==> config.mk <==
export PLATFORM = sky130hd
export DESIGN_NAME = tag_map_line_parser_flat
export DESIGN_NICKNAME = d
export VERILOG_FILES = /design/src/rtl/tmlp_pkg.sv /design/src/rtl/tmlp_in_if.sv /design/src/rtl/tmlp_out_if.sv /design/src/rtl/tmlp_cfg_regs.sv /design/src/rtl/tmlp_parse_core.sv /design/src/rtl/tmlp_out_fifo.sv /design/src/rtl/tag_map_line_parser.sv /design/src/flat_wrapper.sv
export SDC_FILE = /design/constraint.sdc
export NUM_CORES = 1
export LEC_CHECK = 0
export BUFFER_PORTS_ARGS = -buffer_cell sky130_fd_sc_hd__buf_2
export CORE_UTILIZATION = 62
export CTS_BUF_LIST = sky130_fd_sc_hd__clkbuf_4
export DETAILED_ROUTE_END_ITERATION = 7
export PLACE_DENSITY_LB_ADDON = 0.15
export SLEW_MARGIN = 15
export SYNTH_ARGS = -nofsm -noshare
export SYNTH_HDL_FRONTEND = slang
export SYNTH_SLANG_ARGS = --single-unit
==> constraint.sdc <==
create_clock -name clk_i -period 6.4 [get_ports clk_i]
set_input_delay 0 -clock clk_i [delete_from_list [all_inputs] [get_ports clk_i]]
set_output_delay 0 -clock clk_i [all_outputs]
set_load 0.02 [all_outputs]
==> src/rtl/tmlp_pkg.sv <==
`default_nettype none

package tmlp_pkg;

  localparam int DefaultOffsetBits = 16;

  localparam logic [15:0] EntryLimitReset = 16'hFFFF;
  localparam logic [15:0] CountMax        = 16'hFFFF;

  // register index, taken from the word address bit
  localparam logic RegEntryLimit = 1'b0;

  localparam logic [7:0] CharTab        = 8'h09;
  localparam logic [7:0] CharNewline    = 8'h0A;
  localparam logic [7:0] CharCr         = 8'h0D;
  localparam logic [7:0] CharSpace      = 8'h20;
  localparam logic [7:0] CharHash       = 8'h23;
  localparam logic [7:0] CharZero       = 8'h30;
  localparam logic [7:0] CharNine       = 8'h39;
  localparam logic [7:0] CharUpperA     = 8'h41;
  localparam logic [7:0] CharUpperZ     = 8'h5A;
  localparam logic [7:0] CharUnderscore = 8'h5F;
  localparam logic [7:0] CharLowerA     = 8'h61;
  localparam logic [7:0] CharLowerZ     = 8'h7A;

  typedef enum logic [2:0] {
    MODE_LINE = 3'd0,
    MODE_SKIP = 3'd1,
    MODE_NUM  = 3'd2,
    MODE_SEP  = 3'd3,
    MODE_NAME = 3'd4,
    MODE_ERR  = 3'd5
  } parse_mode_e;

  typedef enum logic [1:0] {
    KIND_ENTRY = 2'd0,
    KIND_DONE  = 2'd1,
    KIND_ERROR = 2'd2
  } record_kind_e;

  typedef enum logic [2:0] {
    ERR_NONE       = 3'd0,
    ERR_BAD_START  = 3'd1,
    ERR_TOO_LARGE  = 3'd2,
    ERR_NO_NAME    = 3'd3,
    ERR_BAD_NAME   = 3'd4,
    ERR_TOO_MANY   = 3'd5,
    ERR_NO_NEWLINE = 3'd6
  } error_code_e;

  typedef struct packed {
    record_kind_e record_kind;
    logic [31:0]  entry_number;
    logic [15:0]  name_offset;
    logic [15:0]  name_length;
    logic [15:0]  line_index;
    error_code_e  error_code;
    logic [15:0]  entry_total;
    logic         run_end;
  } result_t;

  // results handed to the output queue together, in the same cycle
  typedef struct packed {
    logic [1:0] count;
    result_t    first;
    result_t    second;
  } push_t;

  typedef struct packed {
    logic [1:0] count;
    logic       free_one;
    logic       free_two;
  } fifo_status_t;

  function automatic logic is_digit(input logic [7:0] b);
    return (b >= CharZero) && (b <= CharNine);
  endfunction

  function automatic logic is_ws(input logic [7:0] b);
    return (b == CharSpace) || ((b >= CharTab) && (b <= CharCr));
  endfunction

  function automatic logic is_name_char(input logic [7:0] b);
    return is_digit(b) || ((b >= CharLowerA) && (b <= CharLowerZ)) ||
           ((b >= CharUpperA) && (b <= CharUpperZ)) || (b == CharUnderscore);
  endfunction

endpackage

`default_nettype wire

==> src/rtl/tmlp_in_if.sv <==
`default_nettype none

interface tmlp_in_if;
  logic       valid;
  logic       ready;
  logic [7:0] byte_value;
  logic       final_byte;

  modport source (output valid, output byte_value, output final_byte, input ready);
  modport sink (input valid, input byte_value, input final_byte, output ready);
endinterface

`default_nettype wire

==> src/rtl/tmlp_out_if.sv <==
`default_nettype none

interface tmlp_out_if;
  import tmlp_pkg::*;

  logic         valid;
  logic         ready;
  record_kind_e record_kind;
  logic [31:0]  entry_number;
  logic [15:0]  name_offset;
  logic [15:0]  name_length;
  logic [15:0]  line_index;
  error_code_e  error_code;
  logic [15:0]  entry_total;
  logic         run_end;

  modport source (
    output valid, output record_kind, output entry_number, output name_offset,
    output name_length, output line_index, output error_code, output entry_total,
    output run_end, input ready
  );
  modport sink (
    input valid, input record_kind, input entry_number, input name_offset,
    input name_length, input line_index, input error_code, input entry_total,
    input run_end, output ready
  );
endinterface

`default_nettype wire

==> src/rtl/tmlp_cfg_regs.sv <==
`default_nettype none

module tmlp_cfg_regs (
  input  logic        clk_i,
  input  logic        rst_ni,
  input  logic        psel,
  input  logic        penable,
  input  logic        pwrite,
  input  logic [2:0]  paddr,
  input  logic [31:0] pwdata,
  output logic [31:0] prdata,
  output logic        pready,
  output logic [15:0] entry_limit_o
);
  import tmlp_pkg::*;

  logic [15:0] limit_q;
  logic        hit;
  logic        wr_en;

  // byte address bits [1:0] are not decoded; only bit 2 selects the register
  assign hit    = (paddr[2] == RegEntryLimit);
  assign pready = 1'b1;
  assign wr_en  = psel && penable && pwrite && pready && hit;

  always_ff @(posedge clk_i or negedge rst_ni) begin
    if (!rst_ni) begin
      limit_q <= EntryLimitReset;
    end else if (wr_en) begin
      limit_q <= pwdata[15:0];
    end
  end

  assign prdata        = hit ? {16'b0, limit_q} : 32'b0;
  assign entry_limit_o = limit_q;

endmodule

`default_nettype wire

==> src/rtl/tmlp_parse_core.sv <==
`default_nettype none

module tmlp_parse_core #(
  parameter int OffsetBits = tmlp_pkg::DefaultOffsetBits
) (
  input  logic                   clk_i,
  input  logic                   rst_ni,
  tmlp_in_if.sink                req_i,
  input  logic [15:0]            entry_limit_i,
  input  tmlp_pkg::fifo_status_t fifo_st_i,
  output tmlp_pkg::push_t        push_o
);
  import tmlp_pkg::*;

  // input register
  logic       busy_q;
  logic [7:0] byte_q;
  logic       fin_q;

  // parser state
  parse_mode_e           mode_q, mode_d, mode_p;
  logic [31:0]           accum_q, accum_d;
  logic                  ovf_q, ovf_d;
  logic [OffsetBits-1:0] pos_q, pos_d;
  logic [OffsetBits-1:0] nstart_q, nstart_d;
  logic [15:0]           ncount_q, ncount_d;
  logic [15:0]           line_q, line_d;
  logic [15:0]           acc_q, acc_d;

  // step decisions
  error_code_e fail_code;
  logic        emit_entry;
  logic        num_start;
  logic        num_add;
  logic        name_begin;
  logic        name_inc;
  logic        line_inc;
  logic        is_nl;
  logic        has_first;
  logic [1:0]  need;
  logic        proceed;
  logic        in_ready;
  logic [35:0] num_next;
  result_t     res_item;
  result_t     res_done;

  assign is_nl = (byte_q == CharNewline);

  // next state of the line parser
  always_comb begin
    fail_code  = ERR_NONE;
    emit_entry = 1'b0;
    num_start  = 1'b0;
    num_add    = 1'b0;
    name_begin = 1'b0;
    name_inc   = 1'b0;
    mode_p     = mode_q;
    if (mode_q != MODE_ERR) begin
      if (fin_q && !is_nl) begin
        fail_code = ERR_NO_NEWLINE;
      end else begin
        unique case (mode_q)
          MODE_LINE: begin
            if (byte_q == CharHash) begin
              mode_p = MODE_SKIP;
            end else if (is_digit(byte_q)) begin
              if (acc_q >= entry_limit_i) begin
                fail_code = ERR_TOO_MANY;
              end else begin
                num_start = 1'b1;
                mode_p    = MODE_NUM;
              end
            end else if (!is_ws(byte_q)) begin
              fail_code = ERR_BAD_START;
            end
          end
          MODE_SKIP: begin
            if (is_nl) begin
              mode_p = MODE_LINE;
            end
          end
          MODE_NUM: begin
            if (is_digit(byte_q)) begin
              num_add = 1'b1;
            end else if (ovf_q) begin
              fail_code = ERR_TOO_LARGE;
            end else if (is_nl) begin
              fail_code = ERR_NO_NAME;
            end else if (is_ws(byte_q)) begin
              mode_p = MODE_SEP;
            end else begin
              fail_code = ERR_BAD_NAME;
            end
          end
          MODE_SEP: begin
            if (is_nl) begin
              fail_code = ERR_NO_NAME;
            end else if (is_name_char(byte_q)) begin
              name_begin = 1'b1;
              mode_p     = MODE_NAME;
            end else if (!is_ws(byte_q)) begin
              fail_code = ERR_BAD_NAME;
            end
          end
          MODE_NAME: begin
            if (is_name_char(byte_q)) begin
              name_inc = 1'b1;
            end else if (is_ws(byte_q)) begin
              emit_entry = 1'b1;
              mode_p     = is_nl ? MODE_LINE : MODE_SKIP;
            end else begin
              fail_code = ERR_BAD_NAME;
            end
          end
          default: mode_p = MODE_ERR;
        endcase
      end
    end
    if (fail_code != ERR_NONE) begin
      mode_p = MODE_ERR;
    end
    line_inc = is_nl && (mode_p != MODE_ERR) && (line_q != CountMax);
    mode_d   = fin_q ? MODE_LINE : mode_p;
  end

  // x10 as x8 + x2, plus the digit
  assign num_next = 36'({accum_q, 3'b000}) + 36'({accum_q, 1'b0}) + 36'(byte_q[3:0]);

  // datapath next values
  always_comb begin
    accum_d  = accum_q;
    ovf_d    = ovf_q;
    nstart_d = nstart_q;
    ncount_d = ncount_q;
    line_d   = line_q;
    acc_d    = acc_q;
    pos_d    = pos_q + OffsetBits'(1);
    if (fin_q) begin
      accum_d  = '0;
      ovf_d    = 1'b0;
      nstart_d = '0;
      ncount_d = '0;
      line_d   = 16'd1;
      acc_d    = '0;
      pos_d    = '0;
    end else begin
      if (num_start) begin
        accum_d = 32'(byte_q[3:0]);
        ovf_d   = 1'b0;
      end
      if (num_add) begin
        accum_d = num_next[31:0];
        ovf_d   = ovf_q || (num_next[35:32] != 4'b0);
      end
      if (name_begin) begin
        nstart_d = pos_q;
        ncount_d = 16'd1;
      end
      if (name_inc && (ncount_q != CountMax)) begin
        ncount_d = ncount_q + 16'd1;
      end
      if (emit_entry) begin
        acc_d = acc_q + 16'd1;
      end
      line_d = line_q + 16'(line_inc);
    end
  end

  // result records
  always_comb begin
    has_first = emit_entry || (fail_code != ERR_NONE);
    need      = 2'(has_first) + 2'(fin_q);

    res_item.record_kind  = emit_entry ? KIND_ENTRY : KIND_ERROR;
    res_item.entry_number = emit_entry ? accum_q : 32'b0;
    res_item.name_offset  = emit_entry ? 16'(nstart_q) : 16'b0;
    res_item.name_length  = emit_entry ? ncount_q : 16'b0;
    res_item.line_index   = line_q;
    res_item.error_code   = fail_code;
    res_item.entry_total  = acc_q + 16'(emit_entry);
    res_item.run_end      = !fin_q;

    res_done.record_kind  = KIND_DONE;
    res_done.entry_number = 32'b0;
    res_done.name_offset  = 16'b0;
    res_done.name_length  = 16'b0;
    res_done.line_index   = line_q + 16'(line_inc);
    res_done.error_code   = ERR_NONE;
    res_done.entry_total  = acc_q + 16'(emit_entry);
    res_done.run_end      = 1'b1;
  end

  always_comb begin
    unique case (need)
      2'd0:    proceed = busy_q;
      2'd1:    proceed = busy_q && fifo_st_i.free_one;
      default: proceed = busy_q && fifo_st_i.free_two;
    endcase
  end

  assign in_ready    = !busy_q || proceed;
  assign req_i.ready = in_ready;

  assign push_o.count  = proceed ? need : 2'd0;
  assign push_o.first  = has_first ? res_item : res_done;
  assign push_o.second = res_done;

  always_ff @(posedge clk_i or negedge rst_ni) begin
    if (!rst_ni) begin
      busy_q <= 1'b0;
    end else if (in_ready) begin
      busy_q <= req_i.valid;
    end
  end

  always_ff @(posedge clk_i) begin
    if (in_ready && req_i.valid) begin
      byte_q <= req_i.byte_value;
      fin_q  <= req_i.final_byte;
    end
  end

  always_ff @(posedge clk_i or negedge rst_ni) begin
    if (!rst_ni) begin
      mode_q <= MODE_LINE;
      pos_q  <= '0;
      line_q <= 16'd1;
      acc_q  <= '0;
    end else if (proceed) begin
      mode_q <= mode_d;
      pos_q  <= pos_d;
      line_q <= line_d;
      acc_q  <= acc_d;
    end
  end

  always_ff @(posedge clk_i) begin
    if (proceed) begin
      accum_q  <= accum_d;
      ovf_q    <= ovf_d;
      nstart_q <= nstart_d;
      ncount_q <= ncount_d;
    end
  end

endmodule

`default_nettype wire

==> src/rtl/tmlp_out_fifo.sv <==
`default_nettype none

module tmlp_out_fifo (
  input  logic                   clk_i,
  input  logic                   rst_ni,
  input  tmlp_pkg::push_t        push_i,
  output tmlp_pkg::fifo_status_t status_o,
  tmlp_out_if.source             res_o
);
  import tmlp_pkg::*;

  result_t    slot_q [2];
  result_t    slot_d [2];
  logic [1:0] count_q, count_d;
  logic [1:0] base;
  logic       pop;

  assign pop = res_o.valid && res_o.ready;

  always_comb begin
    slot_d[0] = slot_q[0];
    slot_d[1] = slot_q[1];
    base      = count_q;
    if (pop) begin
      slot_d[0] = slot_q[1];
      base      = count_q - 2'd1;
    end
    if (push_i.count != 2'd0) begin
      slot_d[base[0]] = push_i.first;
    end
    // a pair only comes in when the queue is empty
    if (push_i.count == 2'd2) begin
      slot_d[1] = push_i.second;
    end
    count_d = base + push_i.count;
  end

  always_ff @(posedge clk_i or negedge rst_ni) begin
    if (!rst_ni) begin
      count_q <= 2'd0;
    end else begin
      count_q <= count_d;
    end
  end

  always_ff @(posedge clk_i) begin
    slot_q[0] <= slot_d[0];
    slot_q[1] <= slot_d[1];
  end

  assign status_o.count    = count_q;
  assign status_o.free_one = (count_q != 2'd2);
  assign status_o.free_two = (count_q == 2'd0);

  assign res_o.valid        = (count_q != 2'd0);
  assign res_o.record_kind  = slot_q[0].record_kind;
  assign res_o.entry_number = slot_q[0].entry_number;
  assign res_o.name_offset  = slot_q[0].name_offset;
  assign res_o.name_length  = slot_q[0].name_length;
  assign res_o.line_index   = slot_q[0].line_index;
  assign res_o.error_code   = slot_q[0].error_code;
  assign res_o.entry_total  = slot_q[0].entry_total;
  assign res_o.run_end      = slot_q[0].run_end;

endmodule

`default_nettype wire

==> src/rtl/tag_map_line_parser.sv <==
`default_nettype none

// Tag map line parser: takes map text one byte per request on in_req, the last
// byte flagged by final_byte, and sends entry, error and done records on out_res.
// Each accepted byte lands in an input register; combinational parse logic
// (character classes, a x10-plus-digit add on the 32-bit tag number, position
// and line counters) updates the parser state and writes zero, one or two
// records into a two-entry result queue that drives out_res. Throughput is one
// byte per cycle while out_res keeps up; a byte's records pass the input
// register and then the result queue on their way to out_res. A final byte that
// makes two records (an error or entry and then the done record) waits in the
// input register until the queue is empty. After an error the parser ignores
// bytes until the final one; after the final byte all state returns to its reset
// value while entry_limit keeps its value. entry_limit sits at APB byte address
// 0. The user must write it only while the block is idle; nothing enforces it.
module tag_map_line_parser #(
  parameter int OffsetBits = tmlp_pkg::DefaultOffsetBits
) (
  input  logic        clk_i,
  input  logic        rst_ni,
  tmlp_in_if.sink     in_req,
  tmlp_out_if.source  out_res,
  input  logic        psel,
  input  logic        penable,
  input  logic        pwrite,
  input  logic [2:0]  paddr,
  input  logic [31:0] pwdata,
  output logic [31:0] prdata,
  output logic        pready
);
  import tmlp_pkg::*;

  logic [15:0]  entry_limit;
  fifo_status_t fifo_st;
  push_t        push;

  // configuration register
  tmlp_cfg_regs u_cfg (
    .clk_i         (clk_i),
    .rst_ni        (rst_ni),
    .psel          (psel),
    .penable       (penable),
    .pwrite        (pwrite),
    .paddr         (paddr),
    .pwdata        (pwdata),
    .prdata        (prdata),
    .pready        (pready),
    .entry_limit_o (entry_limit)
  );

  // input register plus parse step
  tmlp_parse_core #(
    .OffsetBits (OffsetBits)
  ) u_core (
    .clk_i         (clk_i),
    .rst_ni        (rst_ni),
    .req_i         (in_req),
    .entry_limit_i (entry_limit),
    .fifo_st_i     (fifo_st),
    .push_o        (push)
  );

  // result queue, decouples out_res backpressure from the parser
  tmlp_out_fifo u_fifo (
    .clk_i    (clk_i),
    .rst_ni   (rst_ni),
    .push_i   (push),
    .status_o (fifo_st),
    .res_o    (out_res)
  );

  // queue never overfills
  a_fifo_bound: assert property (@(posedge clk_i) disable iff (!rst_ni)
    (push.count != 2'd0) |=> (fifo_st.count != 2'd3))
    else $error("result queue overflow");

  // the done record closes the burst of its byte
  a_done_last: assert property (@(posedge clk_i) disable iff (!rst_ni)
    (out_res.valid && (out_res.record_kind == KIND_DONE)) |-> out_res.run_end)
    else $error("done record without run_end");

  // entries carry a nonempty name and no error
  a_entry_shape: assert property (@(posedge clk_i) disable iff (!rst_ni)
    (out_res.valid && (out_res.record_kind == KIND_ENTRY)) |->
      ((out_res.error_code == ERR_NONE) && (out_res.name_length != 16'd0)))
    else $error("malformed entry record");

  // error records always name a cause
  a_error_code: assert property (@(posedge clk_i) disable iff (!rst_ni)
    (out_res.valid && (out_res.record_kind == KIND_ERROR)) |->
      (out_res.error_code != ERR_NONE))
    else $error("error record without code");

endmodule

`default_nettype wire
==> src/flat_wrapper.sv <==
// flat-port wrapper written by rule: the top's interface ports become plain ports
module tag_map_line_parser_flat import tmlp_pkg::*;
#(
  parameter int OffsetBits = tmlp_pkg::DefaultOffsetBits
)
  (clk_i, rst_ni, psel, penable, pwrite, paddr, pwdata, prdata, pready, in_req_valid, in_req_byte_value, in_req_final_byte, in_req_ready, out_res_valid, out_res_record_kind, out_res_entry_number, out_res_name_offset, out_res_name_length, out_res_line_index, out_res_error_code, out_res_entry_total, out_res_run_end, out_res_ready);
  tmlp_in_if in_req_i ();
  tmlp_out_if out_res_i ();
  input  logic clk_i;
  input  logic rst_ni;
  input  logic psel;
  input  logic penable;
  input  logic pwrite;
  input  logic [2:0] paddr;
  input  logic [31:0] pwdata;
  output logic [31:0] prdata;
  output logic pready;
  input wire logic [$bits(in_req_i.valid)-1:0] in_req_valid;
  input wire logic [$bits(in_req_i.byte_value)-1:0] in_req_byte_value;
  input wire logic [$bits(in_req_i.final_byte)-1:0] in_req_final_byte;
  output wire logic [$bits(in_req_i.ready)-1:0] in_req_ready;
  output wire logic [$bits(out_res_i.valid)-1:0] out_res_valid;
  output wire logic [$bits(out_res_i.record_kind)-1:0] out_res_record_kind;
  output wire logic [$bits(out_res_i.entry_number)-1:0] out_res_entry_number;
  output wire logic [$bits(out_res_i.name_offset)-1:0] out_res_name_offset;
  output wire logic [$bits(out_res_i.name_length)-1:0] out_res_name_length;
  output wire logic [$bits(out_res_i.line_index)-1:0] out_res_line_index;
  output wire logic [$bits(out_res_i.error_code)-1:0] out_res_error_code;
  output wire logic [$bits(out_res_i.entry_total)-1:0] out_res_entry_total;
  output wire logic [$bits(out_res_i.run_end)-1:0] out_res_run_end;
  input wire logic [$bits(out_res_i.ready)-1:0] out_res_ready;
  assign in_req_i.valid = in_req_valid;
  assign in_req_i.byte_value = in_req_byte_value;
  assign in_req_i.final_byte = in_req_final_byte;
  assign in_req_ready = in_req_i.ready;
  assign out_res_valid = out_res_i.valid;
  assign out_res_record_kind = out_res_i.record_kind;
  assign out_res_entry_number = out_res_i.entry_number;
  assign out_res_name_offset = out_res_i.name_offset;
  assign out_res_name_length = out_res_i.name_length;
  assign out_res_line_index = out_res_i.line_index;
  assign out_res_error_code = out_res_i.error_code;
  assign out_res_entry_total = out_res_i.entry_total;
  assign out_res_run_end = out_res_i.run_end;
  assign out_res_i.ready = out_res_ready;
  tag_map_line_parser #(.OffsetBits(OffsetBits)) u_core (.clk_i(clk_i), .rst_ni(rst_ni), .in_req(in_req_i), .out_res(out_res_i), .psel(psel), .penable(penable), .pwrite(pwrite), .paddr(paddr), .pwdata(pwdata), .prdata(prdata), .pready(pready));
endmodule
==> results.py, run 1 <==
metrics = {
    "placement": {
        "gp_congestion": 0.8798,
        "place_hpwl_mm": 25.50,
        "port_buffers": 152,
        "dp_cells": 2226,
    },
    "sta": {
        "period_needed_ns": 5.533,
        "setup_tns_ns": 0,
        "hold_violations": 0,
        "grt_setup_unrepaired": "no",
        "finalSetupViolCount": 0,
        "worst_pin_slew_ns": 1.134,
        "drv_slew": 0,
        "slew_headroom": 0.2440,
        "finClkSkew_ns": 0.06273,
        "period_share": 0.8646,
        "fmax_ghz": 0.1807,
    },
    "final_layout": {
        "num-nets-final": 2108,
        "drive_gt1_frac": 0.2035,
        "final_cells": 2424,
        "syn2layout_area_growth_pct": 8.813,
        "fin_util": 0.6925,
    },
    "yosys": {
        "ys.flop_type": "dfxtp_1",
        "ys.warnings.count": 0,
        "synth_edf_count": 106,
        "synth_most_common_cell": "dfxtp_1",
        "synth_cell_types": 74,
        "syn_area_per_cell_um2": 9.749,
        "syn_area_um2": 18420,
        "synth_top_area_cell": "dfxtp_1",
        "synth_top_cells_by_count": "dfxtp_1, nor2_1, o21ai_0",
        "synthCells": 1889,
        "ys_seq_area_frac": 0.4561,
        "yosysTopAreaCellShare": 0.1870,
        "synth_area_leaders": "dfxtp_1, edfxtp_1, dfrtp_1, ha_1, buf_4",
        "async_flop_share": 0.2011,
        "ys_ff_latch": 348,
    },
    "clock_tree": {
        "cts_tree": "built",
        "cts_htree_levels": 3,
        "cts_root_buf": "clkbuf_4",
        "cts_buffer_depth": 3,
        "postCtsSetupRepairBufs": 0,
        "cts-resized-gates": 0,
        "cts_buffers": 91,
        "cts.sinks": 348,
        "clk_latency_ns": 0.72,
        "clkTransAtPathRegs_ns": 0.06,
    },
    "worst_setup_path": {
        "start_kind": "flip-flop",
        "cp.required_ns": 6.84,
        "worstSetupPathType": "flip-flop to flip-flop",
        "crit_fanout": 91,
        "r2r-start": "u_core.u_cfg.entry_limit_o[13]",
        "worst_ep_arrival_time_ns": 5.98,
        "startpoint": "u_core.u_cfg.entry_limit_o[13]",
        "endpoint_kind": "flip-flop",
    },
    "drt": {
        "drc": 0,
        "detail_route.first_pass.iterations": 5,
        "wire_per_inst_um": 16.38,
        "dr.max_layer_used": "met4",
        "m1WireLength_mm": 17.71,
        "vias": 13790,
        "detail-route-antenna-nets": 0,
        "drt_iter0_markers": 848,
        "wl_met2_mm": 19.02,
        "wirelength_mm": 39.71,
        "dr_wl_met3_mm": 2.114,
        "viasPerCell": 5.687,
    },
    "floorplan": {
        "core_um2": 28940,
        "fp.dieW_um": 174.3,
        "num_rows": 62,
        "num_io_pins": 188,
        "fp.dieH_um": 174.3,
        "die_area_um2": 30390,
        "initial_core_util": 0.6364,
    },
    "hold_path": {
        "worstHoldStart": "in_req_byte_value[6]",
        "min_path_type": "input port to flip-flop",
    },
    "flow_run": {
        "drv_cap": 0,
    },
    "grt": {
        "grt_antenna_before_repair": 1,
        "grt_first_pass_wirelength_mm": 65.99,
        "grt_pass1_vias": 13500,
        "grt_usage": 0.2638,
        "grt_max_degree": 143,
        "grt-ovfl-total": 0,
    },
    "power": {
        "p_leak_nw": 8.619,
        "p_per_area_nw_per_um2": 431.6,
        "ir_worst_vdd_mv": 0.4435,
    },
    "run_status": {
        "outcome": "complete, no violations",
    },
}
## state kept, by name, summed over array words and instances (netlist names)
name	flops
u_core.u_core.acc_q	16
u_core.u_core.nstart_q	16
u_core.u_core.mode_q	3
u_core.u_core.fin_q	1
u_core.u_core.pos_q	16
u_core.u_core.byte_q	8
u_core.u_fifo.slot_q	204
u_core.u_core.ncount_q	16
u_core.u_core.line_q	16
u_core.u_core.accum_q	32
u_core.u_core.busy_q	1
u_core.u_core.ovf_q	1
u_core.u_fifo.count_q	2
u_core.u_cfg.entry_limit_o	16
## path summary, 6_finish.rpt
| path | end | slack [ns] | cells after the start |
|---|---|---|---|
| worst max-delay path | u_core.u_fifo.slot_q[0][131] | 0.87 | 20 |
| worst min register to register | u_core.u_fifo.slot_q[0][119] | 0.46 | 2 |
| min in group asynchronous | u_core.u_core.acc_q[11] | 0.06 | 3 |
| max in group asynchronous | u_core.u_core.pos_q[10] | 5.71 | 3 |
| worst min-delay path | u_core.u_core.byte_q[6] | 0.05 | 2 |
| worst max register to register | u_core.u_fifo.slot_q[0][131] | 0.87 | 20 |
## where the power goes
part,switching [W],internal (W),total [W]
combinational,0.00227,0.00121,0.00348
clock,0.000924,0.00108,0.00200
sequential,0.000331,0.00284,0.00317
## critical path: stages, from the launching register on
cell	delay, ns
dfstp_2	0.53
inv_1	0.05
ha_1	0.29
a21o_1	0.16
a21o_1	0.17
a21oi_1	0.15
o21ai_0	0.23
o22ai_1	0.20
and3_1	0.41
nand2_8	0.12
inv_6	0.20
ha_1	0.32
mux2i_1	0.13
nor2b_1	0.21
nor2b_1	0.07
buf_4	0.21
o21ai_0	0.20
a21o_2	0.16
buf_4	0.85
nor2_1	0.27
a32o_1	0.29
## what timing repair did
action | CTS | global route
endpoints found under the setup margin | 0 | 0
hold buffers | 29 | 0
endpoints found under the hold margin | 105 | 0
## metal layers
metal | vias to the layer above | global-route usage
met5 | - | 0
met4 | 0 | 0.09942
met3 | 69 | 0.05337
met2 | 351 | 0.4397
met1 | 6556 | 0.3374
li1 | 6809 | -
## kinds of logic after synthesis
group                    Yosys count  share of synthesized area
AND/OR/NAND/NOR                  567                     0.1489
AO/OA/AOI/OAI                    400                     0.1362
flip-flops                       348                     0.4561
buffers and inverters            266                    0.08126
multiplexers                     126                    0.07175
adder cells (fa/ha/maj)           93                    0.06400
XOR/XNOR                          87                    0.04138
other                              2                  0.0004078
## cell usage in the layout, fill, tap and decap left out, types with 5 or more instances in the layout
cell type	instances
nand2_1	114
clkinv_1	15
a21boi_0	5
mux2_2	48
and3_1	27
a22o_1	72
a211oi_1	8
nand2b_1	8
clkbuf_4	146
edfxtp_1	106
xor2_1	50
a21oi_1	106
a21o_1	14
and2_1	11
buf_4	16
xnor2_1	37
dfstp_2	17
dfrtp_1	53
inv_1	31
a311oi_1	7
buf_2	152
nor3_1	40
or3_1	8
nor2_1	164
nand3_1	113
nand4_1	15
o211ai_1	6
ha_1	91
nor2b_1	31
dlygate4sd3_1	29
mux2i_1	78
dfxtp_1	172
conb_1	17
o21ai_0	138
a31oi_1	6
## per-stage QoR
| stage | power, W | hold WS, ns | area [um^2] | setup slack, ns |
|---|---|---|---|---|
| finish | 0.008648 | 0.05133 | 20040 | 0.8666 |
| global route | 0.009248 | 0.005775 | 20040 | 0.5479 |
| CTS | 0.008689 | 0.00001993 | 20040 | 0.8946 |
| detailed placement | 0.006641 | 0.2190 | 18520 | 0.9541 |
| global placement | 0.006541 | 0.2196 | 18520 | 1.018 |
| floorplan | 0.005938 | -0.2956 | 18470 | 1.176 |
## final cells by class
| class | count | area, um^2 |
|---|---|---|
| clock buffer | 146 | 1096 |
| antenna | 1 | 2.502 |
| clock inverter | 22 | 132.6 |
| inverter | 35 | 136.4 |
| sequential | 348 | 8399 |
| multi-input combinational | 1290 | 8600 |
| fill | 2253 | 8897 |
| timing repair buffer | 198 | 1191 |
| tap | 384 | 480.5 |
(Power assumes the default switching activity.)
==> run 2: changes to the inputs <==
--- a/config.mk
+++ b/config.mk
@@ -6,7 +6,9 @@
 export NUM_CORES = 1
 export LEC_CHECK = 0
 export BUFFER_PORTS_ARGS = -buffer_cell sky130_fd_sc_hd__buf_2
-export CORE_UTILIZATION = 62
+export CELL_PAD_IN_SITES_DETAIL_PLACEMENT = 0
+export CELL_PAD_IN_SITES_GLOBAL_PLACEMENT = 1
+export CORE_UTILIZATION = 48
 export CTS_BUF_LIST = sky130_fd_sc_hd__clkbuf_4
 export DETAILED_ROUTE_END_ITERATION = 7
 export PLACE_DENSITY_LB_ADDON = 0.15
==> results.py, run 2 (same netlist as run 1, synthesis figures left out) <==
metrics = {
    "worst_setup_path": {
        "cp_cell_sequence": "inv_1, ha_1, a21o_1, a21o_1, a21oi_1, o21ai_0, o22ai_1, and3_1, nand2_8, inv_6, ha_1, mux2i_1, nor2b_1, nor2b_1, buf_4, o21ai_0, a21o_4, inv_1, buf_4, and2_1",
        "critPathMaxStageDelay_ns": 0.52,
        "endpoint_kind": "flip-flop",
        "cp.required_ns": 6.91,
        "crit_slowest_cell": "dfstp_2",
        "start_kind": "flip-flop",
        "worstSetupPathType": "flip-flop to flip-flop",
        "crit_fanout": 35,
        "worst_ep_arrival_time_ns": 6.00,
    },
    "drt": {
        "wirelength_mm": 42.66,
        "detail_route.first_pass.iterations": 5,
        "detail-route-antenna-nets": 0,
        "viasPerCell": 5.329,
        "wire_per_inst_um": 16.46,
        "drc": 0,
        "drt_iter0_markers": 711,
        "vias": 13810,
    },
    "sta": {
        "finalSetupViolCount": 0,
        "drv_slew": 0,
        "grt_setup_unrepaired": "no",
        "finClkSkew_ns": 0.05141,
        "period_share": 0.8588,
        "period_needed_ns": 5.496,
        "setup_tns_ns": 0,
        "fmax_ghz": 0.1819,
        "slew_headroom": 0.2554,
        "hold_violations": 0,
        "worst_pin_slew_ns": 1.114,
    },
    "floorplan": {
        "num_io_pins": 188,
        "core_um2": 37670,
        "die_area_um2": 39150,
        "initial_core_util": 0.4889,
        "num_rows": 71,
        "fp.dieH_um": 197.9,
        "fp.dieW_um": 197.9,
    },
    "clock_tree": {
        "cts-resized-gates": 0,
        "cts_buffers": 95,
        "cts_buffer_depth": 3,
        "clk_latency_ns": 0.80,
        "cts.sinks": 348,
        "postCtsSetupRepairBufs": 0,
        "cts_root_buf": "clkbuf_4",
        "cts_hold_buffers": 55,
        "clkTransAtPathRegs_ns": 0.06,
        "cts_htree_levels": 3,
        "cts_tree": "built",
    },
    "grt": {
        "met1_usage": 0.2832,
        "grt_util_met2": 0.3672,
        "grt_first_pass_wirelength_mm": 69.59,
        "grt_max_degree": 96,
        "grt-ovfl-total": 0,
        "grt_pass1_vias": 13630,
        "grt_antenna_before_repair": 2,
        "busiest_layer": "met2",
        "grtUsageMet3": 0.04888,
        "grt_usage": 0.2218,
    },
    "placement": {
        "port_buffers": 152,
        "postPlaceCellArea_um2": 18690,
        "place_hpwl_mm": 27.53,
        "gp_congestion": 0.8281,
    },
    "final_layout": {
        "reg_top3": "u_core.u_fifo.slot_q x204, u_core.u_core.accum_q x32",
        "drive_gt1_frac": 0.2074,
        "num-nets-final": 2140,
        "fin_area_um2": 20550,
        "syn2layout_area_growth_pct": 11.60,
        "largest_register_ffs": 204,
        "fillers": 3561,
        "mostFrequentLayoutCell": "dfxtp_1",
        "largest-register": "u_core.u_fifo.slot_q",
        "final_cell_mix": "dfxtp_1, nor2_1, clkbuf_4, buf_2, o21ai_0",
    },
    "hold_path": {
        "min_path_type": "input port to flip-flop",
    },
    "power": {
        "p_per_area_nw_per_um2": 428.2,
        "p_leak_nw": 8.796,
        "ir_worst_vdd_mv": 0.3299,
    },
    "flow_run": {
        "drv_cap": 0,
    },
    "run_status": {
        "outcome": "complete, no violations",
    },
}
==> run 2: worst paths after layout <==
kind / startpoint / to / slack (ns) / cells past startpoint
hold / removal: pwrite / u_core.u_cfg.entry_limit_o[14] / 0.24 / 3
min in group asynchronous: rst_ni / u_core.u_core.acc_q[12] / 0.56 / 4
setup reg to reg: u_core.u_cfg.entry_limit_o[13] / u_core.u_fifo.slot_q[0][104] / 0.90 / 20
setup / recovery: u_core.u_cfg.entry_limit_o[13] / u_core.u_fifo.slot_q[0][104] / 0.90 / 20
max in group asynchronous: rst_ni / u_core.u_core.mode_q[2] / 5.23 / 4
hold reg to reg: u_core.u_fifo.slot_q[0][203] / u_core.u_fifo.slot_q[0][203] / 0.47 / 2
==> run 2: layout make-up <==
cell class,instances,area [um^2],share of cell area
Sequential cell,348,8399,0.4087
Clock buffer,160,1201,0.05844
Clock inverter,19,108.9,0.005296
Inverter,35,136.4,0.006636
Antenna cell,2,5.005,0.0002435
Timing Repair Buffer,226,1454,0.07074
Multi-Input combinational cell,1290,8608,0.4188
Tap cell,511,639.4,0.03111
==> run 2: per-stage QoR <==
| stage | hold WS, ns | util | std cells | worst slack, ns | power (W) |
|---|---|---|---|---|---|
| 3_5_place_dp | 0.2265 | 0.4961 | 2355 | 0.8776 | 0.006718 |
| 6_report | 0.2355 | 0.5456 | 2591 | 0.9036 | 0.008800 |
| 2_1_floorplan | -0.2956 | - | 1904 | 1.176 | 0.005938 |
| 5_1_grt | 0.2197 | 0.5456 | 2591 | 0.4235 | 0.009467 |
| 3_3_place_gp | 0.2341 | 0.4961 | 2355 | 0.9482 | 0.006647 |
| 4_1_cts | 0.1481 | 0.5455 | 2589 | 0.8485 | 0.008897 |
==> run 2: metal layers <==
layer | wire length, um | vias up
met5 | 0 | -
met3 | 1834 | 79
met4 | 1150 | 0
met2 | 20330 | 266
met1 | 19340 | 6580
li1 | - | 6882
==> run 2: power by group <==
group | internal [W] | leakage [nW] | switching (W) | total (W)
logic | 0.00122 | 4.68 | 0.00229 | 0.00351
registers | 0.00284 | 3.33 | 0.000340 | 0.00318
clock network | 0.00116 | 0.790 | 0.000945 | 0.00211
total | 0.00522 | 8.80 | 0.00358 | 0.00880
==> run 2: critical path: cells and delay by family, from the launching register on <==
family | cells | cell delay (ns)
buffers and inverters | 5 | 1.26
multiplexers | 1 | 0.15
adder cells (fa/ha/maj) | 2 | 0.62
AO/OA/AOI/OAI | 7 | 1.63
AND/OR/NAND/NOR | 5 | 1.03
flip-flops | 1 | 0.52
